$ cat src/design/aema_pkg.sv
// Shared constants, field layouts and controller/datapath command types
// for the approximate-circuit error metric accumulator. No dependencies.
package aema_pkg;

    localparam int OUTPUT_BITS    = 16;
    localparam int MAX_INPUT_VARS = 16;

    localparam int WORD_W  = 16;
    localparam int DIFF_W  = 17;
    localparam int CNT_W   = 17;
    localparam int PROD_W  = 32;
    localparam int SUM_W   = 48;
    localparam int WSUM_W  = 33;
    localparam int MEAN_W  = 24;
    localparam int FRAC_W  = 17;
    localparam int NUM_W   = SUM_W + 8;
    localparam int QUO_W   = 24;
    localparam int STEP_W  = $clog2(QUO_W + 1);

    localparam int S_TDATA_W   = 3 * WORD_W;
    localparam int M_PAYLOAD_W = DIFF_W + WORD_W + MEAN_W + FRAC_W + 2 * CNT_W;
    localparam int M_TDATA_W   = ((M_PAYLOAD_W + 7) / 8) * 8;

    localparam logic [WORD_W-1:0] WORD_MASK = (OUTPUT_BITS >= WORD_W) ? {WORD_W{1'b1}}
        : WORD_W'((64'd1 << OUTPUT_BITS) - 64'd1);
    localparam logic [CNT_W-1:0] COUNT_LIMIT = (MAX_INPUT_VARS >= CNT_W) ? {CNT_W{1'b1}}
        : CNT_W'(64'd1 << MAX_INPUT_VARS);

    typedef enum logic [5:0] {
        S_RUN       = 6'b000001,
        S_MEAN_GO   = 6'b000010,
        S_MEAN_WAIT = 6'b000100,
        S_FRAC_GO   = 6'b001000,
        S_FRAC_WAIT = 6'b010000,
        S_SUMMARY   = 6'b100000
    } state_t;

    typedef struct packed {
        logic st1_load;
        logic acc_en;
        logic out_load_item;
        logic out_load_sum;
        logic div_start;
        logic div_sel_frac;
        logic cap_mean;
    } cmd_t;

    typedef struct packed {
        logic st1_last;
        logic div_done;
    } status_t;

endpackage

$ cat src/design/aema_div.sv
// Shared restoring divider, one quotient bit per cycle, 24-bit saturating
// quotient. Uses aema_pkg.
module aema_div (
    input  logic                       aclk,
    input  logic                       aresetn,
    input  logic                       start,
    input  logic [aema_pkg::NUM_W-1:0] num,
    input  logic [aema_pkg::WSUM_W-1:0] den,
    output logic                       done,
    output logic [aema_pkg::QUO_W-1:0] quo
);
    import aema_pkg::*;

    logic                busy_reg, busy_next;
    logic                done_reg, done_next;
    logic [STEP_W-1:0]   cnt_reg, cnt_next;
    logic [WSUM_W-1:0]   rem_reg, rem_next;
    logic [WSUM_W-1:0]   den_reg, den_next;
    logic [QUO_W-1:0]    q_reg, q_next;
    logic [WSUM_W:0]     trial;
    logic [WSUM_W:0]     trial_sub;
    logic                fits;

    assign trial     = {rem_reg, q_reg[QUO_W-1]};
    assign trial_sub = trial - {1'b0, den_reg};
    assign fits      = trial >= {1'b0, den_reg};

    always_comb begin
        busy_next = busy_reg;
        done_next = 1'b0;
        cnt_next  = cnt_reg;
        rem_next  = rem_reg;
        den_next  = den_reg;
        q_next    = q_reg;
        if (start) begin
            den_next = den;
            if (den == '0) begin
                q_next    = '0;
                done_next = 1'b1;
            end else if ({1'b0, num[NUM_W-1:QUO_W]} >= den) begin
                q_next    = {QUO_W{1'b1}};
                done_next = 1'b1;
            end else begin
                rem_next  = {1'b0, num[NUM_W-1:QUO_W]};
                q_next    = num[QUO_W-1:0];
                cnt_next  = STEP_W'(QUO_W);
                busy_next = 1'b1;
            end
        end else if (busy_reg) begin
            rem_next = fits ? trial_sub[WSUM_W-1:0] : trial[WSUM_W-1:0];
            q_next   = {q_reg[QUO_W-2:0], fits};
            cnt_next = cnt_reg - STEP_W'(1);
            if (cnt_reg == STEP_W'(1)) begin
                busy_next = 1'b0;
                done_next = 1'b1;
            end
        end
    end

    always_ff @(posedge aclk) begin
        if (!aresetn) begin
            busy_reg <= 1'b0;
            done_reg <= 1'b0;
            cnt_reg  <= '0;
        end else begin
            busy_reg <= busy_next;
            done_reg <= done_next;
            cnt_reg  <= cnt_next;
        end
        rem_reg <= rem_next;
        den_reg <= den_next;
        q_reg   <= q_next;
    end

    assign done = done_reg;
    assign quo  = q_reg;

    // iteration count stays in range while busy
    a_cnt_range: assert property (@(posedge aclk) disable iff (!aresetn)
        busy_reg |-> (cnt_reg != '0 && cnt_reg <= STEP_W'(QUO_W)))
        else $error("divider step count out of range");
    // a new start never lands on a running division
    a_no_restart: assert property (@(posedge aclk) disable iff (!aresetn)
        busy_reg |-> !start)
        else $error("divider restarted while busy");
    // done is a single-cycle pulse
    a_done_pulse: assert property (@(posedge aclk) disable iff (!aresetn)
        done_reg |=> !done_reg)
        else $error("divider done held for more than one cycle");

endmodule

$ cat src/design/aema_dp.sv
// Datapath: input stage with multiplier, run accumulators, divider operand
// select, output register. Uses aema_pkg and aema_div.
module aema_dp #(
    parameter int OUTPUT_BITS    = aema_pkg::OUTPUT_BITS,
    parameter int MAX_INPUT_VARS = aema_pkg::MAX_INPUT_VARS
) (
    input  logic                           aclk,
    input  logic                           aresetn,
    input  aema_pkg::cmd_t                 cmd,
    output aema_pkg::status_t              status,
    input  logic [aema_pkg::S_TDATA_W-1:0] s_tdata,
    input  logic                           s_tlast,
    input  logic                           cfg_valid,
    input  logic                           cfg_data,
    output logic [aema_pkg::M_TDATA_W-1:0] m_tdata,
    output logic                           m_tuser
);
    import aema_pkg::*;

    localparam logic [WORD_W-1:0] IN_MASK = (OUTPUT_BITS >= WORD_W) ? {WORD_W{1'b1}}
        : WORD_W'((64'd1 << OUTPUT_BITS) - 64'd1);
    localparam logic [CNT_W-1:0] CNT_LIMIT = (MAX_INPUT_VARS >= CNT_W) ? {CNT_W{1'b1}}
        : CNT_W'(64'd1 << MAX_INPUT_VARS);

    logic [WORD_W-1:0] in_exact, in_approx, in_weight, in_w;
    logic [DIFF_W-1:0] in_diff;
    logic [WORD_W-1:0] in_absd;

    logic              uniform_reg;
    logic [DIFF_W-1:0] st1_diff_reg;
    logic [WORD_W-1:0] st1_absd_reg;
    logic [PROD_W-1:0] st1_prod_reg;
    logic [WORD_W-1:0] st1_w_reg;
    logic              st1_last_reg;

    logic [CNT_W-1:0]  seen_reg, seen_next;
    logic [CNT_W-1:0]  wrong_reg, wrong_next;
    logic [WORD_W-1:0] worst_reg, worst_next;
    logic [SUM_W-1:0]  sum_reg, sum_next;
    logic [WSUM_W-1:0] wt_reg, wt_next;
    logic [SUM_W:0]    sum_add;
    logic [WSUM_W:0]   wt_add;

    logic [MEAN_W-1:0]      mean_reg;
    logic [M_PAYLOAD_W-1:0] out_data_reg;
    logic                   out_user_reg;

    logic [NUM_W-1:0]  div_num;
    logic [WSUM_W-1:0] div_den;
    logic              div_done;
    logic [QUO_W-1:0]  div_quo;

    assign in_exact  = s_tdata[WORD_W-1:0] & IN_MASK;
    assign in_approx = s_tdata[2*WORD_W-1:WORD_W] & IN_MASK;
    assign in_weight = s_tdata[3*WORD_W-1:2*WORD_W];
    assign in_w      = uniform_reg ? WORD_W'(1) : in_weight;
    assign in_diff   = {1'b0, in_approx} - {1'b0, in_exact};
    assign in_absd   = in_diff[DIFF_W-1] ? WORD_W'(-in_diff) : in_diff[WORD_W-1:0];

    always_ff @(posedge aclk) begin
        if (!aresetn) begin
            uniform_reg <= 1'b1;
        end else if (cfg_valid) begin
            uniform_reg <= cfg_data;
        end
    end

    always_ff @(posedge aclk) begin
        if (cmd.st1_load) begin
            st1_diff_reg <= in_diff;
            st1_absd_reg <= in_absd;
            st1_prod_reg <= in_w * in_absd;
            st1_w_reg    <= in_w;
            st1_last_reg <= s_tlast;
        end
    end

    assign sum_add = {1'b0, sum_reg} + (SUM_W + 1)'(st1_prod_reg);
    assign wt_add  = {1'b0, wt_reg} + (WSUM_W + 1)'(st1_w_reg);

    always_comb begin
        seen_next  = seen_reg;
        wrong_next = wrong_reg;
        worst_next = worst_reg;
        sum_next   = sum_reg;
        wt_next    = wt_reg;
        if (cmd.out_load_sum) begin
            seen_next  = '0;
            wrong_next = '0;
            worst_next = '0;
            sum_next   = '0;
            wt_next    = '0;
        end else if (cmd.acc_en) begin
            if (seen_reg < CNT_LIMIT) begin
                seen_next = seen_reg + CNT_W'(1);
            end
            if (st1_absd_reg != '0 && wrong_reg < CNT_LIMIT) begin
                wrong_next = wrong_reg + CNT_W'(1);
            end
            if (st1_absd_reg > worst_reg) begin
                worst_next = st1_absd_reg;
            end
            sum_next = sum_add[SUM_W] ? {SUM_W{1'b1}} : sum_add[SUM_W-1:0];
            wt_next  = wt_add[WSUM_W] ? {WSUM_W{1'b1}} : wt_add[WSUM_W-1:0];
        end
    end

    always_ff @(posedge aclk) begin
        if (!aresetn) begin
            seen_reg  <= '0;
            wrong_reg <= '0;
            worst_reg <= '0;
            sum_reg   <= '0;
            wt_reg    <= '0;
        end else begin
            seen_reg  <= seen_next;
            wrong_reg <= wrong_next;
            worst_reg <= worst_next;
            sum_reg   <= sum_next;
            wt_reg    <= wt_next;
        end
    end

    assign div_num = cmd.div_sel_frac ? NUM_W'({wrong_reg, 16'b0}) : {sum_reg, 8'b0};
    assign div_den = cmd.div_sel_frac ? WSUM_W'(seen_reg) : wt_reg;

    aema_div u_div (
        .aclk    (aclk),
        .aresetn (aresetn),
        .start   (cmd.div_start),
        .num     (div_num),
        .den     (div_den),
        .done    (div_done),
        .quo     (div_quo)
    );

    always_ff @(posedge aclk) begin
        if (cmd.cap_mean && div_done) begin
            mean_reg <= div_quo;
        end
    end

    always_ff @(posedge aclk) begin
        if (cmd.out_load_sum) begin
            out_data_reg <= {seen_reg, CNT_W'(seen_reg - wrong_reg), div_quo[FRAC_W-1:0],
                             mean_reg, worst_reg, st1_diff_reg};
            out_user_reg <= 1'b1;
        end else if (cmd.out_load_item) begin
            out_data_reg <= {(M_PAYLOAD_W - DIFF_W)'(0), st1_diff_reg};
            out_user_reg <= 1'b0;
        end
    end

    assign status.st1_last = st1_last_reg;
    assign status.div_done = div_done;
    assign m_tdata         = {(M_TDATA_W - M_PAYLOAD_W)'(0), out_data_reg};
    assign m_tuser         = out_user_reg;

endmodule

$ cat src/design/aema_ctrl.sv
// Controller: input/output handshakes, stage valid flags and the summary
// sequence through the shared divider. Uses aema_pkg.
module aema_ctrl (
    input  logic                aclk,
    input  logic                aresetn,
    input  logic                s_tvalid,
    output logic                s_tready,
    output logic                m_tvalid,
    input  logic                m_tready,
    input  aema_pkg::status_t   status,
    output aema_pkg::cmd_t      cmd
);
    import aema_pkg::*;

    state_t state_reg, state_next;
    logic   st1_valid_reg, st1_valid_next;
    logic   out_valid_reg, out_valid_next;
    logic   out_free;
    logic   fire_item;
    logic   fire_last;

    assign out_free  = !out_valid_reg || m_tready;
    assign fire_item = (state_reg == S_RUN) && st1_valid_reg && out_free && !status.st1_last;
    assign fire_last = (state_reg == S_RUN) && st1_valid_reg && status.st1_last;
    assign s_tready  = (state_reg == S_RUN) && (!st1_valid_reg || fire_item);

    always_comb begin
        cmd               = '0;
        cmd.st1_load      = s_tvalid && s_tready;
        cmd.acc_en        = fire_item || fire_last;
        cmd.out_load_item = fire_item;
        state_next        = state_reg;
        case (state_reg)
            S_RUN: begin
                if (fire_last) begin
                    state_next = S_MEAN_GO;
                end
            end
            S_MEAN_GO: begin
                cmd.div_start = 1'b1;
                state_next    = S_MEAN_WAIT;
            end
            S_MEAN_WAIT: begin
                cmd.cap_mean = 1'b1;
                if (status.div_done) begin
                    state_next = S_FRAC_GO;
                end
            end
            S_FRAC_GO: begin
                cmd.div_start    = 1'b1;
                cmd.div_sel_frac = 1'b1;
                state_next       = S_FRAC_WAIT;
            end
            S_FRAC_WAIT: begin
                cmd.div_sel_frac = 1'b1;
                if (status.div_done) begin
                    state_next = S_SUMMARY;
                end
            end
            S_SUMMARY: begin
                if (out_free) begin
                    cmd.out_load_sum = 1'b1;
                    state_next       = S_RUN;
                end
            end
            default: begin
                state_next = S_RUN;
            end
        endcase
    end

    always_comb begin
        st1_valid_next = st1_valid_reg;
        if (cmd.st1_load) begin
            st1_valid_next = 1'b1;
        end else if (fire_item || cmd.out_load_sum) begin
            st1_valid_next = 1'b0;
        end
        out_valid_next = out_valid_reg;
        if (cmd.out_load_item || cmd.out_load_sum) begin
            out_valid_next = 1'b1;
        end else if (m_tready) begin
            out_valid_next = 1'b0;
        end
    end

    always_ff @(posedge aclk) begin
        if (!aresetn) begin
            state_reg     <= S_RUN;
            st1_valid_reg <= 1'b0;
            out_valid_reg <= 1'b0;
        end else begin
            state_reg     <= state_next;
            st1_valid_reg <= st1_valid_next;
            out_valid_reg <= out_valid_next;
        end
    end

    assign m_tvalid = out_valid_reg;

    // the last pattern stays staged for the whole summary sequence
    a_last_held: assert property (@(posedge aclk) disable iff (!aresetn)
        (state_reg != S_RUN) |-> (st1_valid_reg && status.st1_last))
        else $error("last pattern lost during summary");
    // divider completions only arrive while waiting for them
    a_done_when_waiting: assert property (@(posedge aclk) disable iff (!aresetn)
        status.div_done |-> (state_reg == S_MEAN_WAIT || state_reg == S_FRAC_WAIT))
        else $error("unexpected divider completion");
    // a loaded result never overwrites one still waiting for transfer
    a_no_overwrite: assert property (@(posedge aclk) disable iff (!aresetn)
        (cmd.out_load_item || cmd.out_load_sum) |-> (!out_valid_reg || m_tready))
        else $error("output register overwritten");
    // a summary load clears the run, so no accumulation in the same cycle
    a_sum_excl: assert property (@(posedge aclk) disable iff (!aresetn)
        cmd.out_load_sum |-> !cmd.acc_en)
        else $error("accumulate during summary load");

endmodule

$ cat src/design/approx_error_metric_accumulator_core.sv
// Top level of the approximate-circuit error metric accumulator.
// Depends on aema_pkg, aema_ctrl, aema_dp (which holds aema_div).
//
// Usage:
//   s_ channel: one pattern per transfer. s_tdata carries the exact word,
//   the approximate word and the Q0.16 weight; s_tlast marks the final
//   pattern of a run. m_ channel: one result per pattern with the signed
//   difference; m_tuser is high on the result of the last pattern, which
//   also carries worst error, Q16.8 weighted mean error, Q1.16 error rate,
//   correct count and pattern count. Running sums clear after it.
//   cfg channel: single-bit uniform_weights mode, always ready.
// Throughput: one pattern per cycle while m_tready stays high. Each result
//   passes through the input stage register and then the output register.
//   The last pattern of a run runs two passes of the 24-step shared
//   restoring divider (mean, then rate) before its result is loaded,
//   and s_tready stays low until then.
// Reset: aresetn low clears all sums and counts, drops both valids and sets
//   uniform_weights to 1.
// Stall: with m_tready low the output register holds its result; one more
//   pattern is staged, then s_tready drops until the result is taken.
module approx_error_metric_accumulator_core #(
    parameter int OUTPUT_BITS    = aema_pkg::OUTPUT_BITS,
    parameter int MAX_INPUT_VARS = aema_pkg::MAX_INPUT_VARS
) (
    input  logic                           aclk,
    input  logic                           aresetn,
    input  logic                           s_tvalid,
    output logic                           s_tready,
    // [15:0] exact_value, [31:16] approx_value, [47:32] weight
    input  logic [aema_pkg::S_TDATA_W-1:0] s_tdata,
    input  logic                           s_tlast,
    output logic                           m_tvalid,
    input  logic                           m_tready,
    // [16:0] difference, [32:17] worst_error, [56:33] mean_error,
    // [73:57] wrong_fraction, [90:74] correct_count, [107:91] pattern_count
    output logic [aema_pkg::M_TDATA_W-1:0] m_tdata,
    // [0] summary_valid
    output logic                           m_tuser,
    input  logic                           cfg_valid,
    output logic                           cfg_ready,
    input  logic                           cfg_data
);
    import aema_pkg::*;

    cmd_t    cmd;
    status_t status;

    assign cfg_ready = 1'b1;

    aema_ctrl u_ctrl (
        .aclk     (aclk),
        .aresetn  (aresetn),
        .s_tvalid (s_tvalid),
        .s_tready (s_tready),
        .m_tvalid (m_tvalid),
        .m_tready (m_tready),
        .status   (status),
        .cmd      (cmd)
    );

    aema_dp #(
        .OUTPUT_BITS    (OUTPUT_BITS),
        .MAX_INPUT_VARS (MAX_INPUT_VARS)
    ) u_dp (
        .aclk      (aclk),
        .aresetn   (aresetn),
        .cmd       (cmd),
        .status    (status),
        .s_tdata   (s_tdata),
        .s_tlast   (s_tlast),
        .cfg_valid (cfg_valid),
        .cfg_data  (cfg_data),
        .m_tdata   (m_tdata),
        .m_tuser   (m_tuser)
    );

endmodule
$ cat config.mk
export PLATFORM = sky130hd
export DESIGN_NAME = approx_error_metric_accumulator_core
export DESIGN_NICKNAME = d
export VERILOG_FILES = /design/src/design/aema_pkg.sv /design/src/design/aema_div.sv /design/src/design/aema_dp.sv /design/src/design/aema_ctrl.sv /design/src/design/approx_error_metric_accumulator_core.sv
export SDC_FILE = /design/constraint.sdc
export NUM_CORES = 2
export LEC_CHECK = 0
export BUFFER_PORTS_ARGS = -buffer_cell sky130_fd_sc_hd__buf_2
export CORE_MARGIN = 1.5
export CORE_UTILIZATION = 45
export CTS_BUF_LIST = sky130_fd_sc_hd__clkbuf_4 sky130_fd_sc_hd__clkbuf_8
export CTS_CLUSTER_DIAMETER = 30
export DETAILED_ROUTE_END_ITERATION = 10
export SLEW_MARGIN = 20
export SYNTH_ARGS = -nofsm -noshare
export SYNTH_HDL_FRONTEND = slang
export SYNTH_SLANG_ARGS = --single-unit
$ cat constraint.sdc
create_clock -name aclk -period 12.52 [get_ports aclk]
set_input_delay 1.252 -clock aclk [delete_from_list [all_inputs] [get_ports aclk]]
set_output_delay 1.252 -clock aclk [all_outputs]
set_load 0.01 [all_outputs]
Word level (Yosys, flattened, before mapping) --
Cells that the tools add are included.
Operators by class: shift-type cells 0, divide/modulo/power cells 0, bitwise gates (word level) 1, magnitude comparators 5, equal/unequal tests 13, $add $sub $neg 9, multipliers 1, muxes and demuxes 45, reduce and logical (&&, ||, !) cells 30
Operators by type and width (number):
- 33-bit two-way mux | 7
- 108-bit two-way mux | 2
- 24-bit two-way mux | 4
- 56-bit two-way mux | 1
- 48-bit by 32-bit adder with 49-bit output | 1
- 48-bit two-way mux | 1
- 6-bit case mux with 6 select lines | 1
- 17-bit by 1-bit adder with 17-bit output, second input constant | 2
- 33-bit by 16-bit adder with 34-bit output | 1
- 34-bit by 33-bit >= comparator with 1-bit output | 1
- 17-bit < comparator, second input constant | 2
- 32-bit by 33-bit >= comparator with 1-bit output | 1
- 33-bit logical NOT | 1
- 33-bit subtractor | 1
- 16-bit by 16-bit multiplier with 32-bit output | 1
- 16-bit two-way mux | 2
- 6-bit two-way mux | 4
- 5-bit two-way mux | 4
- 1-bit two-way mux | 19
- 16-bit by 16-bit subtractor with 17-bit output | 1
- 17-bit subtractor | 1
- 16-bit > comparator | 1
- 16-bit negator | 1
- 16-bit nonzero test | 1
- 19 further kinds | 43
Storage, ports and cells: bits in writable memories 0, input bits 55, output and inout port bits 116, memories 0, bits in latches 0, flip-flop bits (word level) 452, bits in read-only memories 0

Depth between registers and ports, before layout --
word-level depth 8, gate-level depth with buffers 37

Modules after synthesis --
From an unflattened synthesis, not the netlist that was laid out.
Second synthesis, totals: cell total of the unflattened synthesis 3547, area, all modules 33706.1 sq um
By module, submodules not included:
- aema_dp | times used 1, cells each 2700, area each 26045.0 sq um
- aema_div | times used 1, cells each 775, area each 7091.8 sq um
- aema_ctrl | times used 1, cells each 70, area each 558.0 sq um
- approx_error_metric_accumulator_core | times used 1, cells each 2, area each 11.3 sq um

Worst setup path before layout --
OpenSTA, ideal clock, no wires.
path kind in2reg, start input port s_tdata[16] (netlist name), end register u_dp.st1_prod_reg[28], data pin, cell stages on the path 35, slack 3.256 ns, data arrival time 9.006 ns, cell sequence inv_1 > ha_1 > inv_1 > fa_1 > a21o_1 > a41oi_2 > nand3_1 > a31oi_1 > a211o_1 > o21ai_2 > buf_2 > nor2_1 > xor2_1 > clkbuf_1 > nand2_1 > fa_1 > inv_1 > fa_1 > inv_1 > fa_1 > inv_1 > fa_1 > fa_1 > inv_1 > fa_1 > inv_1 > ha_1 > and3_1 > a21oi_1 > a21oi_1 > o31ai_1 > o2111ai_1 > a31o_2 > a21oi_1 > xnor2_1
Between the ends: cells in the longest elaborated chain, start to end 4
RTL lines:
- start, declared | line approx_error_metric_accumulator_core.sv:30 | input logic [aema_pkg::S_TDATA_W-1:0] s_tdata,
- 16-bit by 16-bit subtractor with 17-bit output (*) | line aema_dp.sv:57 | assign in_diff = {1'b0, in_approx} - {1'b0, in_exact};
- 16-bit negator | line aema_dp.sv:58 | assign in_absd = in_diff[DIFF_W-1] ? WORD_W'(-in_diff) : in_diff[WORD_W-1:0];
- 16-bit two-way mux (*) | line aema_dp.sv:58
- via u_dp.in_absd[9] | line aema_dp.sv:27 | logic [WORD_W-1:0] in_absd;
- 16-bit by 16-bit multiplier with 32-bit output (*) | line aema_dp.sv:72 | st1_prod_reg <= in_w * in_absd;
- end signal, assigned | line aema_dp.sv:72
- end, declared | line aema_dp.sv:32 | logic [PROD_W-1:0] st1_prod_reg;
Mark *: on every way through the listed nets, which the timed path passes. The rest lies on a longest branch. A chain may end at the register's enable or synchronous reset.

Worst setup path after layout --
start input port s_tdata[0] (netlist name), end register u_dp.st1_prod_reg[28], data pin
The elaborated chain is that of the path after synthesis.

==> impl_metrics.ini <==
[yosys]
avgSynthCellArea_sq_um = 9.631
ys_warn_count = 0
async_flop_share_pct = 0
synth_area_sq_um = 33000
synth-xor-area-share_pct = 4.577
synthMuxAreaShare_pct = 2.070
netlist_instances = 3426
synth_edf_count = 303
synth_fa_ha_area_share_pct = 22.31
seq_area_frac_synth_pct = 36.55
synth_simple_gate_area_share_pct = 15.78
ys.flop_type = edfxtp_1
yosys.cell_types.count = 87
synth_top_family_by_area = adder cells
synth_compound_area_share_pct = 12.54
synth_seq_cells = 451

[timing]
finClkSkew_ns = 0.05055
period_share_pct = 78.12
worst_pin_slew_ns = 1.139
setup_tns_ns = 0
relSlewSlack_pct = 23.86
setup_viol_count_final = 0
slew_violations = 0
worst_slack_ns = 2.740
rsz0062_at_grt = false
max_freq_mhz = 102.2
hold_violations = 0
hold_ws_ns = 0.4101
fin_crit_ns = 9.780

[layout]
largest_reg_flops = 108
fin_nets = 4145
drive_gt1_share_pct = 12.07
stdcell_area_sq_um = 37430
syn2layout_area_growth_pct = 13.45

[placement]
pre_cts_ws_ns = 2.029
dpl.hpwl_um = 63550
post_dp_cell_area_sq_um = 34890
io_buffer_count = 165
gpl.final_weighted_congestion = 0.8849

[setup_path]
endpoint = u_dp.st1_prod_reg[28]
critPathLaunchType = primary input
worst-path-buf-inv = 6
cp_common_cell = fa_1
crit_family = adder cells
path_max_fanout = 16
arrival_ns = 10.21
r2r_start = u_dp.uniform_reg
reg2reg_depth = 22
rrSetupSlack_ns = 4.73
max_stage_delay_ns = 0.89
cpMaxStageDelayCell = mux2i_1
path_class = in2reg
required_ns = 12.95
critPathCaptureType = flop
crit_path_start = s_tdata[0]
cp.depth = 32
r2r_end = u_dp.st1_prod_reg[28]

[job]
drv_cap = 0

[power]
power_leakage_nw = 16.69
irDropWorstVdd_mv = 0.1662
power_density_nw_per_um2 = 193.5

[clocking]
cts_tree = done
ctsResizeCount = 0
cts_sinks = 451
post-cts-setup-buffers = 0
clockBufferDepth = 3
ctsHoldBuffers = 0
cts_made_buffers = 104
clk_pin_slew_ns = 0.05
htreeDepth = 3
clock_latency_ns = 0.74
root_buffer = clkbuf_8

[detailed_routing]
drt-pass1-iter-count = 6
viasPerCell = 5.329
wl_per_cell_um = 17.99
ant_nets = 0
drtIter0Drc = 1503
routed-via-count = 24900
wirelength_um = 84040
drc_errors = 0

[min_path]
hp-class = reg2reg
min_from = u_dp.st1_diff_reg[3]

[die]
placementRows = 99
dieWidth_um = 273.8
coreArea_sq_um = 72710
ioPinCount = 171
die_area_sq_um = 74960
start_util_pct = 45.38
die_h_um = 273.8

[global_routing]
grt-ovfl-total = 0
grt_start_max_net_pins = 90
grt_usage_pct = 22.50
grt_pass1_wl_um = 133000
antenna_found_initial = 3
grt_pass1_vias = 24430

[status]
status = complete, no violations
## worst min path at each step
stage / to / slack [ns] / depth (start not counted)
after floorplan: u_dp.out_data_reg[10] / 0.40 / 0
after global placement: u_dp.out_data_reg[3] / 0.40 / 0
after detailed placement: u_dp.out_data_reg[2] / 0.41 / 0
after CTS: u_dp.out_data_reg[5] / 0.40 / 0
after global routing: u_dp.out_data_reg[5] / 0.42 / 0
final: u_dp.out_data_reg[3] / 0.41 / 0
## cells in the mapped netlist, types with 9 or more instances
master	count	area, sq um
clkbuf_1	92	345.3
a211oi_1	21	157.7
edfxtp_1	303	9099
xnor2_1	99	867.1
a22oi_1	9	67.56
buf_2	10	50.05
a31o_2	10	87.58
nor2b_1	30	187.7
dfxtp_1	148	2963
nor2_1	270	1013
a21o_1	60	450.4
nand3_1	56	280.3
nand2_1	369	1385
and3_1	31	193.9
a21oi_1	184	920.9
inv_1	405	1520
a311oi_1	14	122.6
nand4_1	35	219.0
o21bai_1	25	187.7
mux2i_1	66	660.6
nand2b_1	31	193.9
o21ai_0	159	795.8
xor2_1	61	534.3
o21a_1	25	187.7
fa_1	199	3984
ha_1	270	3378
and2_1	121	757.0
a31oi_1	44	275.3
or3_1	17	106.4
nor4_1	28	175.2
nor3_1	58	290.3
## cell families (layout without fill, tap and decap cells)
| kind of cell | Yosys count | in the layout |
|---|---|---|
| AOI/OAI and AO/OA | 646 | 646 |
| xor gates and xnor gates | 166 | 166 |
| adders and majority gates | 469 | 469 |
| buffers and inverters | 529 | 812 |
| DFF | 451 | 451 |
| muxes | 68 | 68 |
| other | 2 | 6 |
| and+or+nand+nor | 1095 | 1095 |
## where the power goes
part / leakage (nW) / switching (mW) / internal, mW / total [mW]
Clock: 1.30 / 0.763 / 1.25 / 2.01
Combinational: 11.4 / 1.85 / 1.18 / 3.03
Sequential: 4.00 / 0.203 / 2.00 / 2.20
Total: 16.7 / 2.81 / 4.43 / 7.24
## stage by stage
step / power, mW / util [%] / cells
after floorplan: 4.423 / - / 3429
after global placement: 5.217 / 47.95 / 4473
after detailed placement: 5.236 / 47.99 / 4474
after CTS: 7.293 / 51.48 / 4671
after global routing: 7.767 / 51.48 / 4672
final: 7.244 / 51.48 / 4672
## cell usage in the layout (no fill, tap or decap), types with 25 or more instances in the layout
cell | Yosys | layout
inv_1 | 405 | 405
nand2_1 | 369 | 365
edfxtp_1 | 303 | 303
ha_1 | 270 | 270
nor2_1 | 270 | 268
fa_1 | 199 | 199
a21oi_1 | 184 | 184
buf_2 | 10 | 165
o21ai_0 | 159 | 159
dfxtp_1 | 148 | 148
and2_1 | 121 | 120
clkbuf_8 | 0 | 115
xnor2_1 | 99 | 99
mux2i_1 | 66 | 66
xor2_1 | 61 | 61
a21o_1 | 60 | 60
nor3_1 | 58 | 58
nand3_1 | 56 | 56
a31oi_1 | 44 | 43
nand4_1 | 35 | 35
buf_4 | 6 | 32
and3_1 | 31 | 31
nand2b_1 | 31 | 31
nor2b_1 | 30 | 30
nor4_1 | 28 | 28
o21bai_1 | 25 | 25
o21a_1 | 25 | 25
## layer usage
metal | up-vias | share of wire [%] | GRT usage (%)
li1 | 12240 | - | -
met1 | 11820 | 46 | 30.60
met2 | 684 | 46 | 36.09
met3 | 156 | 5.7 | 3.825
met4 | 2 | 3.0 | 8.026
met5 | - | 0.021 | 0
## area by class of cell
cell class                 count  area [sq um]
antenna                        1         2.502
clock inverter                59         784.5
sequential                   451         12060
multi-input combinational   2449         18960
fill                        6678         35280
clock buffer                 138          1755
timing repair buffer         198          1094
inverter                     417          1573
tap                          959          1200
Note: power is estimated with default switching activity, not from simulation.
